[src/rtl/cbd_pkg.sv]
// ----------------------------------------------------------------------------
// cbd_pkg: shared types and constants of the chunked body decoder
// Result kinds, character class record and default size width.
// ----------------------------------------------------------------------------
`default_nettype none

package cbd_pkg;

	// Default width of the chunk size accumulator.
	localparam int SIZE_BITS_DEFAULT = 32;

	typedef logic [2:0] kind_t;

	// Result kinds reported for every byte.
	localparam kind_t KIND_FRAME = 3'd0;
	localparam kind_t KIND_DATA  = 3'd1;
	localparam kind_t KIND_END   = 3'd2;
	localparam kind_t KIND_OVF   = 3'd3;
	localparam kind_t KIND_IGN   = 3'd4;

	// Framing characters.
	localparam logic [7:0] CHAR_CR    = 8'h0D;
	localparam logic [7:0] CHAR_LF    = 8'h0A;
	localparam logic [7:0] CHAR_SPACE = 8'h20;
	localparam logic [7:0] CHAR_TAB   = 8'h09;

	// Classification of one byte, handed from the classifier to the framer.
	typedef struct packed {
		logic       is_hex;
		logic [3:0] hex_val;
		logic       is_blank;
		logic       is_cr;
		logic       is_lf;
	} char_class_t;

endpackage

`default_nettype wire

[src/rtl/cbd_in_if.sv]
// ----------------------------------------------------------------------------
// cbd_in_if: coded byte channel
// Valid/ready channel carrying one raw body byte and its restart mark.
// ----------------------------------------------------------------------------
`default_nettype none

interface cbd_in_if;
	logic       valid;
	logic       ready;
	logic [7:0] in_byte;
	logic       first;

	modport source (output valid, output in_byte, output first, input ready);
	modport sink (input valid, input in_byte, input first, output ready);
endinterface

`default_nettype wire

[src/rtl/cbd_out_if.sv]
// ----------------------------------------------------------------------------
// cbd_out_if: decoded result channel
// Valid/ready channel carrying one decoded byte and its result kind.
// ----------------------------------------------------------------------------
`default_nettype none

interface cbd_out_if;
	logic       valid;
	logic       ready;
	logic [7:0] out_byte;
	logic [2:0] kind;

	modport source (output valid, output out_byte, output kind, input ready);
	modport sink (input valid, input out_byte, input kind, output ready);
endinterface

`default_nettype wire

[src/rtl/cbd_classify.sv]
// ----------------------------------------------------------------------------
// cbd_classify: byte classifier
// Decodes a byte into hex digit value and framing character flags.
// ----------------------------------------------------------------------------
`default_nettype none

module cbd_classify (
	input  wire logic [7:0]          ch,
	output cbd_pkg::char_class_t     cls
);
	import cbd_pkg::*;

	always_comb begin
		cls = '0;
		if (ch >= 8'h30 && ch <= 8'h39) begin
			cls.is_hex  = 1'b1;
			cls.hex_val = ch[3:0];
		end else if ((ch >= 8'h61 && ch <= 8'h66) || (ch >= 8'h41 && ch <= 8'h46)) begin
			// Letters a-f and A-F share their low three bits: 1..6 maps to 10..15.
			cls.is_hex  = 1'b1;
			cls.hex_val = 4'd9 + {1'b0, ch[2:0]};
		end
		cls.is_blank = (ch == CHAR_SPACE) || (ch == CHAR_TAB);
		cls.is_cr    = (ch == CHAR_CR);
		cls.is_lf    = (ch == CHAR_LF);
	end

endmodule

`default_nettype wire

[src/rtl/cbd_framer.sv]
// ----------------------------------------------------------------------------
// cbd_framer: chunk framing state machine
// Tracks the position in the chunk framing and the size counter, and
// computes the result of the byte in the input register.
// ----------------------------------------------------------------------------
`default_nettype none

module cbd_framer #(
	parameter int SIZE_BITS = cbd_pkg::SIZE_BITS_DEFAULT
) (
	input  wire logic                 clk,
	input  wire logic                 arst_n,
	input  wire logic                 advance,
	input  wire logic [7:0]           ch,
	input  wire logic                 first,
	input  wire cbd_pkg::char_class_t cls,
	output cbd_pkg::kind_t            kind,
	output logic [7:0]                data
);
	import cbd_pkg::*;

	localparam logic [2:0] PH_LEAD   = 3'd0;
	localparam logic [2:0] PH_DIGITS = 3'd1;
	localparam logic [2:0] PH_EXT    = 3'd2;
	localparam logic [2:0] PH_CR     = 3'd3;
	localparam logic [2:0] PH_DATA   = 3'd4;
	localparam logic [2:0] PH_TRL1   = 3'd5;
	localparam logic [2:0] PH_TRL2   = 3'd6;
	localparam logic [2:0] PH_DONE   = 3'd7;

	logic [2:0]           phase_q;
	logic [SIZE_BITS-1:0] remaining_q;
	logic [2:0]           ph;
	logic [SIZE_BITS-1:0] rem;
	logic [2:0]           phase_nxt;
	logic [SIZE_BITS-1:0] rem_nxt;
	logic [SIZE_BITS-1:0] rem_dec;
	logic                 ovf;

	// A byte marked first is decoded from the reset state.
	assign ph      = first ? PH_LEAD : phase_q;
	assign rem     = first ? '0 : remaining_q;
	assign ovf     = rem[SIZE_BITS-1 -: 4] != 4'd0;
	assign rem_dec = rem - {{(SIZE_BITS-1){1'b0}}, 1'b1};

	always_comb begin
		phase_nxt = ph;
		rem_nxt   = rem;
		kind      = KIND_FRAME;
		data      = 8'd0;
		unique case (ph)
			PH_LEAD, PH_DIGITS: begin
				if (ph == PH_LEAD && cls.is_blank) begin
					kind = KIND_FRAME;
				end else if (cls.is_hex) begin
					if (ovf) begin
						phase_nxt = PH_DONE;
						kind      = KIND_OVF;
					end else begin
						rem_nxt   = {rem[SIZE_BITS-5:0], cls.hex_val};
						phase_nxt = PH_DIGITS;
					end
				end else begin
					phase_nxt = cls.is_cr ? PH_CR : PH_EXT;
				end
			end
			PH_EXT: begin
				if (cls.is_cr) begin
					phase_nxt = PH_CR;
				end
			end
			PH_CR: begin
				if (cls.is_lf) begin
					if (rem == '0) begin
						phase_nxt = PH_DONE;
						kind      = KIND_END;
					end else begin
						phase_nxt = PH_DATA;
					end
				end else if (!cls.is_cr) begin
					phase_nxt = PH_EXT;
				end
			end
			PH_DATA: begin
				kind    = KIND_DATA;
				data    = ch;
				rem_nxt = rem_dec;
				if (rem_dec == '0) begin
					phase_nxt = PH_TRL1;
				end
			end
			PH_TRL1: begin
				phase_nxt = PH_TRL2;
			end
			PH_TRL2: begin
				phase_nxt = PH_LEAD;
				rem_nxt   = '0;
			end
			default: begin
				kind = KIND_IGN;
			end
		endcase
	end

	always_ff @(posedge clk or negedge arst_n) begin
		if (!arst_n) begin
			phase_q     <= PH_LEAD;
			remaining_q <= '0;
		end else if (advance) begin
			phase_q     <= phase_nxt;
			remaining_q <= rem_nxt;
		end
	end

endmodule

`default_nettype wire

[src/rtl/chunked_body_decoder.sv]
// ----------------------------------------------------------------------------
// chunked_body_decoder: chunked transfer coding body decoder
// Strips chunk size lines and trailers from a byte stream.
// ----------------------------------------------------------------------------
// Usage: raw body bytes enter on din, one item per byte; set first on the
// byte right after the headers to restart the decoder. Every accepted byte
// gives exactly one item on dout: kind tells whether it was framing, body
// data (out_byte holds the byte), end of body, a size overflow, or a byte
// ignored after the end or overflow. out_byte is zero but for body data.
// The block is a two-register pipeline: an input register feeds the
// classifier and framing state machine, whose result lands in an output
// register. An accepted byte is first held in the input register and its
// result then in the output register; one byte is taken every cycle
// while dout is ready. If the receiver stalls, the output register holds
// its item and the input register still takes one more byte; din.ready
// drops only when both are full. The framing state advances only when a
// byte moves from the input to the output register. Reset empties both
// registers and returns the framer to the start of a size line with a
// zero size counter.
// ----------------------------------------------------------------------------
`default_nettype none

module chunked_body_decoder #(
	parameter int SIZE_BITS = cbd_pkg::SIZE_BITS_DEFAULT
) (
	input wire logic clk,
	input wire logic arst_n,
	cbd_in_if.sink   din,
	cbd_out_if.source dout
);
	import cbd_pkg::*;

	// Input register.
	logic        valid_s1;
	logic [7:0]  byte_s1;
	logic        first_s1;

	// Output register.
	logic        valid_s2;
	logic [7:0]  out_byte_s2;
	kind_t       kind_s2;

	logic        advance;
	logic        take;
	char_class_t cls;
	kind_t       kind_c;
	logic [7:0]  data_c;

	// The byte in the input register moves on whenever the output register
	// is empty or is being emptied in this cycle.
	assign advance  = valid_s1 && (!valid_s2 || dout.ready);
	assign take     = din.valid && din.ready;
	assign din.ready = !valid_s1 || !valid_s2 || dout.ready;

	cbd_classify u_classify (
		.ch  (byte_s1),
		.cls (cls)
	);

	cbd_framer #(
		.SIZE_BITS (SIZE_BITS)
	) u_framer (
		.clk     (clk),
		.arst_n  (arst_n),
		.advance (advance),
		.ch      (byte_s1),
		.first   (first_s1),
		.cls     (cls),
		.kind    (kind_c),
		.data    (data_c)
	);

	always_ff @(posedge clk or negedge arst_n) begin
		if (!arst_n) begin
			valid_s1 <= 1'b0;
		end else if (take) begin
			valid_s1 <= 1'b1;
		end else if (advance) begin
			valid_s1 <= 1'b0;
		end
	end

	always_ff @(posedge clk) begin
		if (take) begin
			byte_s1  <= din.in_byte;
			first_s1 <= din.first;
		end
	end

	always_ff @(posedge clk or negedge arst_n) begin
		if (!arst_n) begin
			valid_s2 <= 1'b0;
		end else if (advance) begin
			valid_s2 <= 1'b1;
		end else if (dout.ready) begin
			valid_s2 <= 1'b0;
		end
	end

	always_ff @(posedge clk) begin
		if (advance) begin
			out_byte_s2 <= data_c;
			kind_s2     <= kind_c;
		end
	end

	assign dout.valid    = valid_s2;
	assign dout.out_byte = out_byte_s2;
	assign dout.kind     = kind_s2;

	// Only body data carries a byte value.
	assert property (@(posedge clk) disable iff (!arst_n)
		dout.valid && dout.kind != KIND_DATA |-> dout.out_byte == 8'd0)
		else $error("non-data result carries a byte value");

	// Result kinds stay within the defined set.
	assert property (@(posedge clk) disable iff (!arst_n)
		dout.valid |-> dout.kind <= KIND_IGN)
		else $error("undefined result kind");

	// The pipeline never back-pressures while the receiver is ready.
	assert property (@(posedge clk) disable iff (!arst_n)
		dout.ready |-> din.ready)
		else $error("input stalled with receiver ready");

	// A byte in the input register reaches an empty output register next cycle.
	assert property (@(posedge clk) disable iff (!arst_n)
		valid_s1 && !valid_s2 |=> dout.valid)
		else $error("input register did not drain into empty output register");

	// An accepted byte is never dropped from the input register.
	assert property (@(posedge clk) disable iff (!arst_n)
		valid_s1 && !advance |=> valid_s1)
		else $error("stalled byte lost from input register");

endmodule

`default_nettype wire
[src/flat_wrapper.sv]
// flat-port wrapper written by rule: the top's interface ports become plain ports
module chunked_body_decoder_flat import cbd_pkg::*;
#(
	parameter int SIZE_BITS = cbd_pkg::SIZE_BITS_DEFAULT
)
  (clk, arst_n, din_valid, din_in_byte, din_first, din_ready, dout_valid, dout_out_byte, dout_kind, dout_ready);
  cbd_in_if din_i ();
  cbd_out_if dout_i ();
  input wire logic clk;
  input wire logic arst_n;
  input wire logic [$bits(din_i.valid)-1:0] din_valid;
  input wire logic [$bits(din_i.in_byte)-1:0] din_in_byte;
  input wire logic [$bits(din_i.first)-1:0] din_first;
  output wire logic [$bits(din_i.ready)-1:0] din_ready;
  output wire logic [$bits(dout_i.valid)-1:0] dout_valid;
  output wire logic [$bits(dout_i.out_byte)-1:0] dout_out_byte;
  output wire logic [$bits(dout_i.kind)-1:0] dout_kind;
  input wire logic [$bits(dout_i.ready)-1:0] dout_ready;
  assign din_i.valid = din_valid;
  assign din_i.in_byte = din_in_byte;
  assign din_i.first = din_first;
  assign din_ready = din_i.ready;
  assign dout_valid = dout_i.valid;
  assign dout_out_byte = dout_i.out_byte;
  assign dout_kind = dout_i.kind;
  assign dout_i.ready = dout_ready;
  chunked_body_decoder #(.SIZE_BITS(SIZE_BITS)) u_core (.clk(clk), .arst_n(arst_n), .din(din_i), .dout(dout_i));
endmodule
[config.mk]
export PLATFORM = sky130hd
export DESIGN_NAME = chunked_body_decoder_flat
export DESIGN_NICKNAME = d
export VERILOG_FILES = /design/src/rtl/cbd_pkg.sv /design/src/rtl/cbd_in_if.sv /design/src/rtl/cbd_out_if.sv /design/src/rtl/cbd_classify.sv /design/src/rtl/cbd_framer.sv /design/src/rtl/chunked_body_decoder.sv /design/src/flat_wrapper.sv
export SDC_FILE = /design/constraint.sdc
export NUM_CORES = 1
export LEC_CHECK = 0
export BUFFER_PORTS_ARGS = -buffer_cell sky130_fd_sc_hd__buf_2
export CAP_MARGIN = 20
export CORE_ASPECT_RATIO = 1.2
export CORE_MARGIN = 4
export CORE_UTILIZATION = 35
export CTS_CLUSTER_SIZE = 10
export DETAILED_ROUTE_END_ITERATION = 10
export PLACE_DENSITY = 0.54
export SETUP_SLACK_MARGIN = 0.5
export SKIP_LAST_GASP = 1
export SLEW_MARGIN = 25
export SYNTH_ARGS = -nofsm -noshare
export SYNTH_HDL_FRONTEND = slang
export SYNTH_SLANG_ARGS = --single-unit
export TNS_END_PERCENT = 1
[constraint.sdc]
create_clock -name clk -period 3.8 [get_ports clk]
set_input_delay 0.38 -clock clk [delete_from_list [all_inputs] [get_ports clk]]
set_output_delay 0.38 -clock clk [all_outputs]
set_load 0.02 [all_outputs]
==> results_dict.tcl, run 1 <==
set metrics [dict create \
    final_layout_size_suffix_gt1_share_pct 14.0 \
    place_ws_ns 0.868 \
    hold_viol 0 \
    viasPerCell 5.96 \
    first_pass_iters 5 \
    dp.cells 563 \
    whs_ns 0.176 \
    worstSetupPathType "register to register" \
    drc 0 \
    grt.total_usage_pct 19.1 \
    avgSynthCellArea_um2 8.71 \
    ys_ff_latch 57 \
    status "finished, final reports clean" \
    placed_area_um2 4000 \
    dp_hpwl_um 7700 \
    die_w_um 103 \
    overflow 0 \
    min_path_type "primary input to async pin" \
    p_per_area_nw_per_um2 486 \
    finalNonFillerCells 579 \
    met3RoutedLength_um 704 \
    io_pins 26 \
    cts-htree-levels 3 \
    crit_required_ns 4.03 \
    mostFrequentLayoutCells "46 x nand2_1, 37 x nor2_1, 37 x dfrtp_1" \
    area_delta_synth_final_pct 13.6 \
    grt_max_degree 38 \
    drtIter0Drc 287 \
    cts-resized-gates 0 \
    worst_setup_path_start_kind "register" \
    die_area_um2 12500 \
    slew_viol_final 0 \
    cp_slowest_cell "nor4_1" \
    cts_buffers 9 \
    finish.utilization_pct 40.8 \
    postSynth.asyncResetShare_pct 64.9 \
    leakagePower_nw 1.70 \
    fin_area_um2 4300 \
    finClkSkew_ns 0.00763 \
    ir_worst_vdd_mv 0.254 \
    met2_length_um 5580 \
    post-cts-setup-buffers 0 \
    totalPowerFinal_mw 2.09 \
    synth_cells 434 \
    via_count 3448 \
    clock_latency_ns 0.32 \
    crit_buf_inv 0 \
    met1_length_um 4590 \
    ant_nets 0 \
    routed_wirelength_um 11200 \
    yosysWarnings 0 \
    cts_tree "done" \
    synthFlopType "dfrtp_1" \
    tns_ns 0 \
    row_count 41 \
    rsz0062_at_grt "no" \
    relSlewSlack_pct 40.9 \
    yosysSeqAreaShare_pct 40.4 \
    maxUsedRoutingLayer "met4" \
    path_cells "nor4_1 > and4_1 > nand3_1 > or4_1 > a31oi_1 > a21oi_1 > o31ai_1" \
    clock.fmax_mhz 342 \
    synth-edff-count 20 \
    setup_viol 0 \
    antenna_cells 0 \
    cp.arrival_ns 3.15 \
    initial_core_util_pct 35.9 \
    fin_ws_ns 0.876 \
    core_um2 10500 \
    grt_pass1_wl_um 18600 \
    avgRoutedWirePerCell_um 19.3 \
    cts_root_buffer "clkbuf_16" \
    clk_pin_slew_worst_paths_ns 0.05 \
    fin_nets 465 \
    slowest_delay_ns 0.82 \
    synth_nets 454 \
    worstPathMaxFanout 12 \
    endpoint_kind "register" \
    final_common_cell "nand2_1" \
    antenna_found_initial 0 \
    hold_buffers 0 \
    io_buffers 25 \
    synth_area_um2 3780 \
    cts_buffer_depth 2 \
    cap_violations 0 \
    synth.distinct_cells 67 \
    layout_min_cycle_time_ns 2.92 \
    clkSinkCount 57 \
    worst_pin_slew_ns 0.865 \
    first_global_vias 3398 \
    fin_crit_sh_pct 76.9 \
    gp_congestion 0.897 \
    crit_family "simple AND/OR/NAND/NOR gates" \
    fp.dieH_um 122 \
]
## power by group
group / internal [mW] / switching [mW] / leakage (nW) / total, mW
Sequential: 0.685 / 0.0906 / 0.689 / 0.776
Clock: 0.538 / 0.277 / 0.148 / 0.815
Combinational: 0.189 / 0.306 / 0.858 / 0.496
Total: 1.41 / 0.674 / 1.70 / 2.09
## synthesized netlist by cell type, types with 5 or more instances
cell      number  area, um^2
nand2b_1       9        56.3
ha_1           7        87.6
or3_1          6        37.5
nor2_1        37         139
edfxtp_1      20         601
a31oi_1        7        43.8
nor3_1        14        70.1
inv_1          9        33.8
a211oi_1       5        37.5
and3_1         5        31.3
nand3_1        7        35.0
a21oi_1       36         180
nor4_1         9        56.3
xor2_1         5        43.8
o21ai_0       37         185
o31a_1         5        43.8
and2_1         7        43.8
nand2_1       46         173
clkbuf_1      25        93.8
buf_2          9        45.0
xnor2_1        8        70.1
dfrtp_1       37         926
## final cells by class
class	count	area, um^2
inverters	10	37.5
fillers	1043	6220
clock buffers	12	256
flip-flops and latches	57	1530
clock inverters	4	42.5
multi-input cells	332	2070
well taps	129	161
repair buffers	35	200
## metal layers
| metal | GRT usage (%) | vias up |
|---|---|---|
| met3 | 3.21 | 23 |
| li1 | - | 1638 |
| met2 | 31.2 | 120 |
| met4 | 7.04 | 0 |
| met5 | 0 | - |
| met1 | 25.2 | 1667 |
## kinds of logic (layout without fill, tap and decap cells)
| kind of cell | count (synthesis) | in the layout | synth area share, % |
|---|---|---|---|
| compound gates | 138 | 138 | 23.9 |
| buf+inv | 45 | 61 | 4.96 |
| xor+xnor | 13 | 13 | 3.01 |
| mux | 5 | 5 | 1.36 |
| simple gates | 169 | 169 | 24.0 |
| flops | 57 | 57 | 40.4 |
| fa+ha+maj | 7 | 7 | 2.32 |
## sequential cells by signal (all words and copies together), names as in the netlist
register	flops
u_core.u_framer.remaining_q	32
u_core.byte_s1	8
u_core.dout.out_byte	8
u_core.dout.kind	3
u_core.u_framer.phase_q	3
u_core.dout.valid	1
u_core.first_s1	1
u_core.valid_s1	1
## path summary, 6_finish.rpt
kind | startpoint | to | slack [ns] | cells after the start
worst max register to register | u_core.u_framer.remaining_q[18]$_DFFE_PN0P_ | u_core.u_framer.phase_q[0]$_DFFE_PN0P_ | 0.88 | 7
worst max-delay path | u_core.u_framer.remaining_q[18]$_DFFE_PN0P_ | u_core.u_framer.phase_q[0]$_DFFE_PN0P_ | 0.88 | 7
worst min-delay path | arst_n | u_core.u_framer.remaining_q[22]$_DFFE_PN0P_ | 0.18 | 1
min in group clk | din_first | u_core.first_s1$_DFFE_PP_ | 0.23 | 1
worst min register to register | u_core.valid_s1$_DFFE_PN0P_ | u_core.dout.valid$_DFFE_PN0P_ | 0.49 | 1
max in group asynchronous | arst_n | u_core.u_framer.remaining_q[9]$_DFFE_PN0P_ | 3.07 | 1
(Power assumes the default switching activity.)
==> run 2: changes to the inputs <==
--- a/config.mk
+++ b/config.mk
@@ -5,6 +5,7 @@
 export SDC_FILE = /design/constraint.sdc
 export NUM_CORES = 1
 export LEC_CHECK = 0
+export ABC_AREA = 1
 export BUFFER_PORTS_ARGS = -buffer_cell sky130_fd_sc_hd__buf_2
 export CAP_MARGIN = 20
 export CORE_ASPECT_RATIO = 1.2
@@ -12,7 +13,7 @@
 export CORE_UTILIZATION = 35
 export CTS_CLUSTER_SIZE = 10
 export DETAILED_ROUTE_END_ITERATION = 10
-export PLACE_DENSITY = 0.54
+export PLACE_DENSITY = 0.55
 export SETUP_SLACK_MARGIN = 0.5
 export SKIP_LAST_GASP = 1
 export SLEW_MARGIN = 25
==> constraint.sdc (replaced) <==
create_clock -name clk -period 2.65 [get_ports clk]
set_input_delay 0.265 -clock clk [delete_from_list [all_inputs] [get_ports clk]]
set_output_delay 0.265 -clock clk [all_outputs]
set_load 0.02 [all_outputs]
==> run 2 against run 1 <==
Against the previous run: die area grew 23%; critical path depth grew 9; global-route usage grew 1.0 points; critical endpoint unchanged; largest cell class unchanged; first-iteration DRC count grew 47%; critical path type unchanged; cell count grew 64%; clock skew grew 0.0055 ns.
==> results_dict.tcl, run 2 <==
set metrics [dict create \
    yosysMostFrequentCell "nand2_1" \
    power_frac_seq_pct 25.2 \
    fin_area_um2 5680 \
    gp_congestion 0.954 \
    final_layout_size_suffix_gt1_share_pct 18.9 \
    drtIter0Drc 423 \
    grt.total_usage_pct 20.1 \
    cts_buffers 9 \
    avgRoutedWirePerCell_um 16.3 \
    layout_min_cycle_time_ns 2.22 \
    initial_core_util_pct 35.8 \
    r2r_start "u_core.first_s1$_DFFE_PP_" \
    clkSinkCount 57 \
    cap_violations 0 \
    worstSetupPathType "register to register" \
    synth_nets 759 \
    fp.dieH_um 135 \
    dp_hpwl_um 10600 \
    worst_setup_path_start_kind "register" \
    mostFrequentLayoutCells "261 x nand2_1, 65 x nor2_1, 61 x inv_1" \
    antenna_cells 0 \
    viasPerCell 5.38 \
    power_switching_mw 2.53 \
    min_path_type "primary input to register" \
    first_pass_iters 5 \
    cts-htree-levels 3 \
    synth_top_cell_area_share_pct 21.7 \
    relSlewSlack_pct 51.7 \
    postSynth.asyncResetShare_pct 64.9 \
    worstHoldStart "din_in_byte[4]" \
    grt_pass1_wl_um 24600 \
    synthTopCellsByArea "nand2_1 22%, dfrtp_1 20%, edfxtp_1 13%" \
    finalNonFillerCells 951 \
    worst_pin_slew_ns 0.722 \
    antenna_found_initial 0 \
    die_w_um 114 \
    worstPathMaxFanout 10 \
    r2r_cells 16 \
    cts_tree "done" \
    avgSynthCellArea_um2 6.38 \
    largest_register "u_core.u_framer.remaining_q" \
    yosysTopAreaCell "nand2_1" \
    intPower_mw 2.76 \
    die_area_um2 15400 \
    ys_ff_latch 57 \
    hold_viol 0 \
    cp.arrival_ns 2.49 \
    rrSetupSlack_ns 0.43 \
    leakagePower_nw 3.05 \
    io_buffers 25 \
    endpoint_kind "register" \
    synth_area_um2 4710 \
    via_count 5115 \
    synth.distinct_cells 36 \
    row_count 46 \
    crit_required_ns 2.91 \
    grt-busiest-layer "met2" \
    clock.fmax_mhz 450 \
    clk_pin_slew_worst_paths_ns 0.06 \
    routed_wirelength_um 15500 \
    overflow 0 \
    fin_crit_sh_pct 83.8 \
    register_area_um2 1530 \
    totalPowerFinal_mw 5.29 \
    use_met3_pct 2.42 \
    grt_max_degree 38 \
    finClkSkew_ns 0.0131 \
    p_per_area_nw_per_um2 932 \
    setup_viol 0 \
    synth-edff-count 20 \
    synthFlopType "dfrtp_1" \
    final_common_cell "nand2_1" \
    placed_area_um2 5000 \
    io_pins 26 \
    multi_input_area_um2 2930 \
    yosys-top-cells-count "273 x nand2_1, 75 x nor2_1, 62 x inv_1" \
    clock_latency_ns 0.34 \
    dp.cells 918 \
    power_frac_comb_pct 51.9 \
    drc 0 \
    fill_cells 1350 \
    tns_ns 0 \
    area_delta_synth_final_pct 20.5 \
    grtUsageMet1_pct 24.9 \
    ant_nets 0 \
    r2r_end "u_core.u_framer.phase_q[0]$_DFFE_PN0P_" \
    yosysSeqAreaShare_pct 32.4 \
    clkPwrFrac_pct 22.9 \
    whs_ns 0.0999 \
    switching_share_pct 47.9 \
    cts_buffer_depth 2 \
    cts_root_buffer "clkbuf_16" \
    critPathLaunch "u_core.first_s1$_DFFE_PP_" \
    ir_worst_vdd_mv 0.353 \
    grt_use_met2_pct 34.6 \
    synth_cells 739 \
    largest_reg_flops 32 \
    rsz0062_at_grt "yes" \
    core_um2 13200 \
    slew_viol_final 0 \
    status "finished, final reports clean" \
    endpoint "u_core.u_framer.phase_q[0]$_DFFE_PN0P_" \
    yosysWarnings 0 \
    first_global_vias 4932 \
    fin_nets 798 \
]
run 2: metrics by stage:
step / worst slack, ns / util [%]
floorplan: 0.661 / -
global placement: 0.312 / 37.9
detailed placement: 0.280 / 37.9
CTS: 0.453 / 40.9
global route: 0.257 / 43.1
finish: 0.429 / 43.1
run 2: power groups by stage:
stage	Combinational, mW	Clock (mW)	Sequential, mW
2_1_floorplan	1.76	0	1.29
3_3_place_gp	2.40	0	1.31
3_5_place_dp	2.40	0	1.31
4_1_cts	2.47	1.23	1.30
5_1_grt	3.05	1.28	1.36
6_report	2.75	1.21	1.34
run 2: cell families after synthesis:
family | count (synthesis) | synth area share, %
compound gates | 124 | 14.7
xor+xnor | 2 | 0.372
fa+ha+maj | 7 | 1.86
flops | 57 | 32.4
simple gates | 451 | 41.2
buf+inv | 98 | 9.42
run 2: worst max-delay path, stage by stage (launching register included):
cell	delay [ns]
edfxtp_1	0.40
clkinv_4	0.12
buf_12	0.17
buf_12	0.15
nand2_4	0.09
nand2_1	0.06
nor2_1	0.13
nand2_1	0.13
nor2_4	0.19
nand3_2	0.09
nand2_1	0.07
nand2_1	0.06
nor2_2	0.11
nand2_1	0.06
nor2_1	0.12
nand3_1	0.08
a21oi_1	0.12
run 2: area by class of cell:
type	count	area share, %
multi-input combinational	584	51.6
clock inverter	7	1.34
sequential	57	26.9
tap	168	3.70
timing repair buffer	56	7.84
clock buffer	9	3.96
inverter	70	4.73
run 2: layer usage:
| layer | share of wire, % | routed length [um] |
|---|---|---|
| met2 | 49 | 7600 |
| met5 | 0 | 0 |
| met3 | 5.5 | 844 |
| met4 | 3.6 | 560 |
| met1 | 42 | 6460 |
run 2: what timing repair did:
action,in CTS,in global routing
hold buffers,0,1
pin swaps,4,20
gates cloned,0,1
setup endpoints to repair,34,35
buffers inserted,3,12
resized for setup,19,46
hold endpoints to repair,0,37
run 2: worst min path at each step:
stage | slack (ns) | cells past startpoint | endpoint
finish | 0.1 | 1 | u_core.byte_s1[4]$_DFFE_PP_
global route | 0.09 | 1 | u_core.byte_s1[2]$_DFFE_PP_
CTS | 0.09 | 1 | u_core.byte_s1[4]$_DFFE_PP_
detailed placement | 0.44 | 1 | u_core.byte_s1[4]$_DFFE_PP_
global placement | 0.44 | 1 | u_core.byte_s1[3]$_DFFE_PP_
floorplan | -0.03 | 0 | u_core.dout.valid$_DFFE_PN0P_
==> run 3: changes to the inputs <==
==> constraint.sdc (replaced) <==
create_clock -name clk -period 1.8 [get_ports clk]
set_input_delay 0.18 -clock clk [delete_from_list [all_inputs] [get_ports clk]]
set_output_delay 0.18 -clock clk [all_outputs]
set_load 0.02 [all_outputs]
==> run 3 against run 2 <==
Against the previous run: the flow now finishes with violations (setup timing); highest routed layer unchanged; hold slack lost 0.077 ns; die area is the same; wire length grew 7.7%; worst setup slack lost 0.79 ns; non-clock buffer count grew 134; global-route usage grew 2.1 points.
==> results_dict.tcl, run 3 (same netlist as run 2, synthesis figures left out) <==
set metrics [dict create \
    min_path_type "primary input to register" \
    initial_core_util_pct 35.8 \
    first_pass_iters 5 \
    antenna_cells 0 \
    layout_min_cycle_time_ns 2.16 \
    drtIter0Drc 357 \
    cp.arrival_ns 2.37 \
    fin_crit_sh_pct 120 \
    crit_required_ns 2.01 \
    grt.total_usage_pct 22.2 \
    totalPowerFinal_mw 8.77 \
    worst_pin_slew_ns 0.492 \
    cts_tree "done" \
    setup_viol 37 \
    avgRoutedWirePerCell_um 15.4 \
    row_count 46 \
    gp_congestion 1.01 \
    io_buffers 25 \
    clkSinkCount 57 \
    cts-htree-levels 3 \
    io_pins 26 \
    drc 0 \
    fill_cells 1290 \
    area_delta_synth_final_pct 40.7 \
    final_layout_size_suffix_gt1_share_pct 29.1 \
    worstPathMaxFanout 5 \
    cts_root_buffer "clkbuf_16" \
    mostFrequentLayoutCells "268 x nand2_1, 152 x buf_4, 71 x nor2_1" \
    fp.dieH_um 135 \
    grt_pass1_wl_um 27100 \
    clock.fmax_mhz 464 \
    leakagePower_nw 3.62 \
    die_area_um2 15400 \
    routed_wirelength_um 16700 \
    finClkSkew_ns 0.00760 \
    clk_pin_slew_worst_paths_ns 0.06 \
    endpoint_kind "register" \
    hold_depth 1 \
    clock_latency_ns 0.33 \
    cts_buffer_depth 2 \
    die_w_um 114 \
    p_per_area_nw_per_um2 1320 \
    relSlewSlack_pct 67.2 \
    worst_setup_path_start_kind "register" \
    ant_nets 0 \
    ir_worst_vdd_mv 0.618 \
    core_um2 13200 \
    first_global_vias 5510 \
    fin_ws_ns -0.356 \
    tns_ns -8.50 \
    final_common_cell "nand2_1" \
    grt_max_degree 36 \
    dp_hpwl_um 12500 \
    worstSetupPathType "register to register" \
    violations "setup timing" \
    cts_buffers 9 \
    rsz0062_at_grt "yes" \
    antenna_found_initial 0 \
    cap_violations 0 \
    r2r_cells 14 \
    largest_reg_flops 32 \
    slew_viol_final 0 \
    hold_viol 0 \
    largest_register "u_core.u_framer.remaining_q" \
    viasPerCell 5.04 \
    fin_nets 932 \
    overflow 0 \
    status "complete, but fails checks" \
    via_count 5469 \
]
==> run 3: cell types whose count changed in the layout (fill, tap and decap cells not counted), sizes merged <==
cell and change:
clkbuf +1, clkinv -1, buf +133, clkinvlp +1
==> run 3: power by group <==
| group | total [mW] | internal (mW) | switching, mW |
|---|---|---|---|
| logic | 5.12 | 2.24 | 2.88 |
| registers | 1.88 | 1.64 | 0.240 |
| clock network | 1.78 | 1.08 | 0.692 |
| total | 8.77 | 4.96 | 3.81 |
==> run 3: layer usage <==
metal | global-route usage [%] | wire (um)
met1 | 27.6 | 7090
met2 | 39.5 | 8310
met3 | 2.69 | 878
met4 | 7.66 | 378
met5 | 0 | 0
==> run 3: metrics by stage <==
stage | util, % | hold slack [ns] | setup WS [ns] | area (um^2) | std cells
3_3_place_gp | 46.9 | 0.182 | -0.325 | 6190 | 1063
2_1_floorplan | - | -0.116 | -0.0912 | 4720 | 739
6_report | 50.3 | 0.0225 | -0.356 | 6630 | 1085
5_1_grt | 50.3 | 0.0185 | -0.506 | 6630 | 1085
4_1_cts | 49.5 | 0.0175 | -0.278 | 6530 | 1082
3_5_place_dp | 46.9 | 0.189 | -0.340 | 6190 | 1063
==> run 3: layout make-up <==
class,instances,area [um^2],area share (%)
clock inverter,7,78.8,1.19
multi-input combinational,584,2800,42.2
timing repair buffer,190,1530,23.0
inverter,70,265,4.00
clock buffer,9,225,3.40
tap,168,210,3.17
sequential,57,1530,23.0
==> run 3: worst paths after layout <==
check / start / end / slack (ns)
max: u_core.first_s1$_DFFE_PP_ / u_core.u_framer.remaining_q[26]$_DFFE_PN0P_ / -0.36
min: din_in_byte[5] / u_core.byte_s1[5]$_DFFE_PP_ / 0.02
max reg2reg: u_core.first_s1$_DFFE_PP_ / u_core.u_framer.remaining_q[26]$_DFFE_PN0P_ / -0.36
min reg2reg: u_core.u_framer.remaining_q[24]$_DFFE_PN0P_ / u_core.u_framer.remaining_q[24]$_DFFE_PN0P_ / 0.48
max in group asynchronous: arst_n / u_core.u_framer.remaining_q[31]$_DFFE_PN0P_ / 0.96
min in group asynchronous: arst_n / u_core.u_framer.remaining_q[7]$_DFFE_PN0P_ / 0.35
==> run 3: timing repair <==
item,in CTS,in global routing
setup endpoints to repair,47,47
cloned,0,2
resized for setup,4,14
hold buffers,1,0
endpoints found under the hold margin,16,0
buffers inserted,2,1
pin swaps,6,5
==> run 3: worst max-delay path, stage by stage (launching register included) <==
cell and delay [ns]:
edfxtp_1 0.39, inv_4 0.09, clkbuf_16 0.16, buf_4 0.14
nand2_4 0.07, nand2_1 0.06, nor2_2 0.15, nand2_1 0.11
nor2_4 0.17, nand4_1 0.18, nand2_1 0.13, buf_4 0.11
a21oi_1 0.05, o21ai_1 0.15, nand2_1 0.07
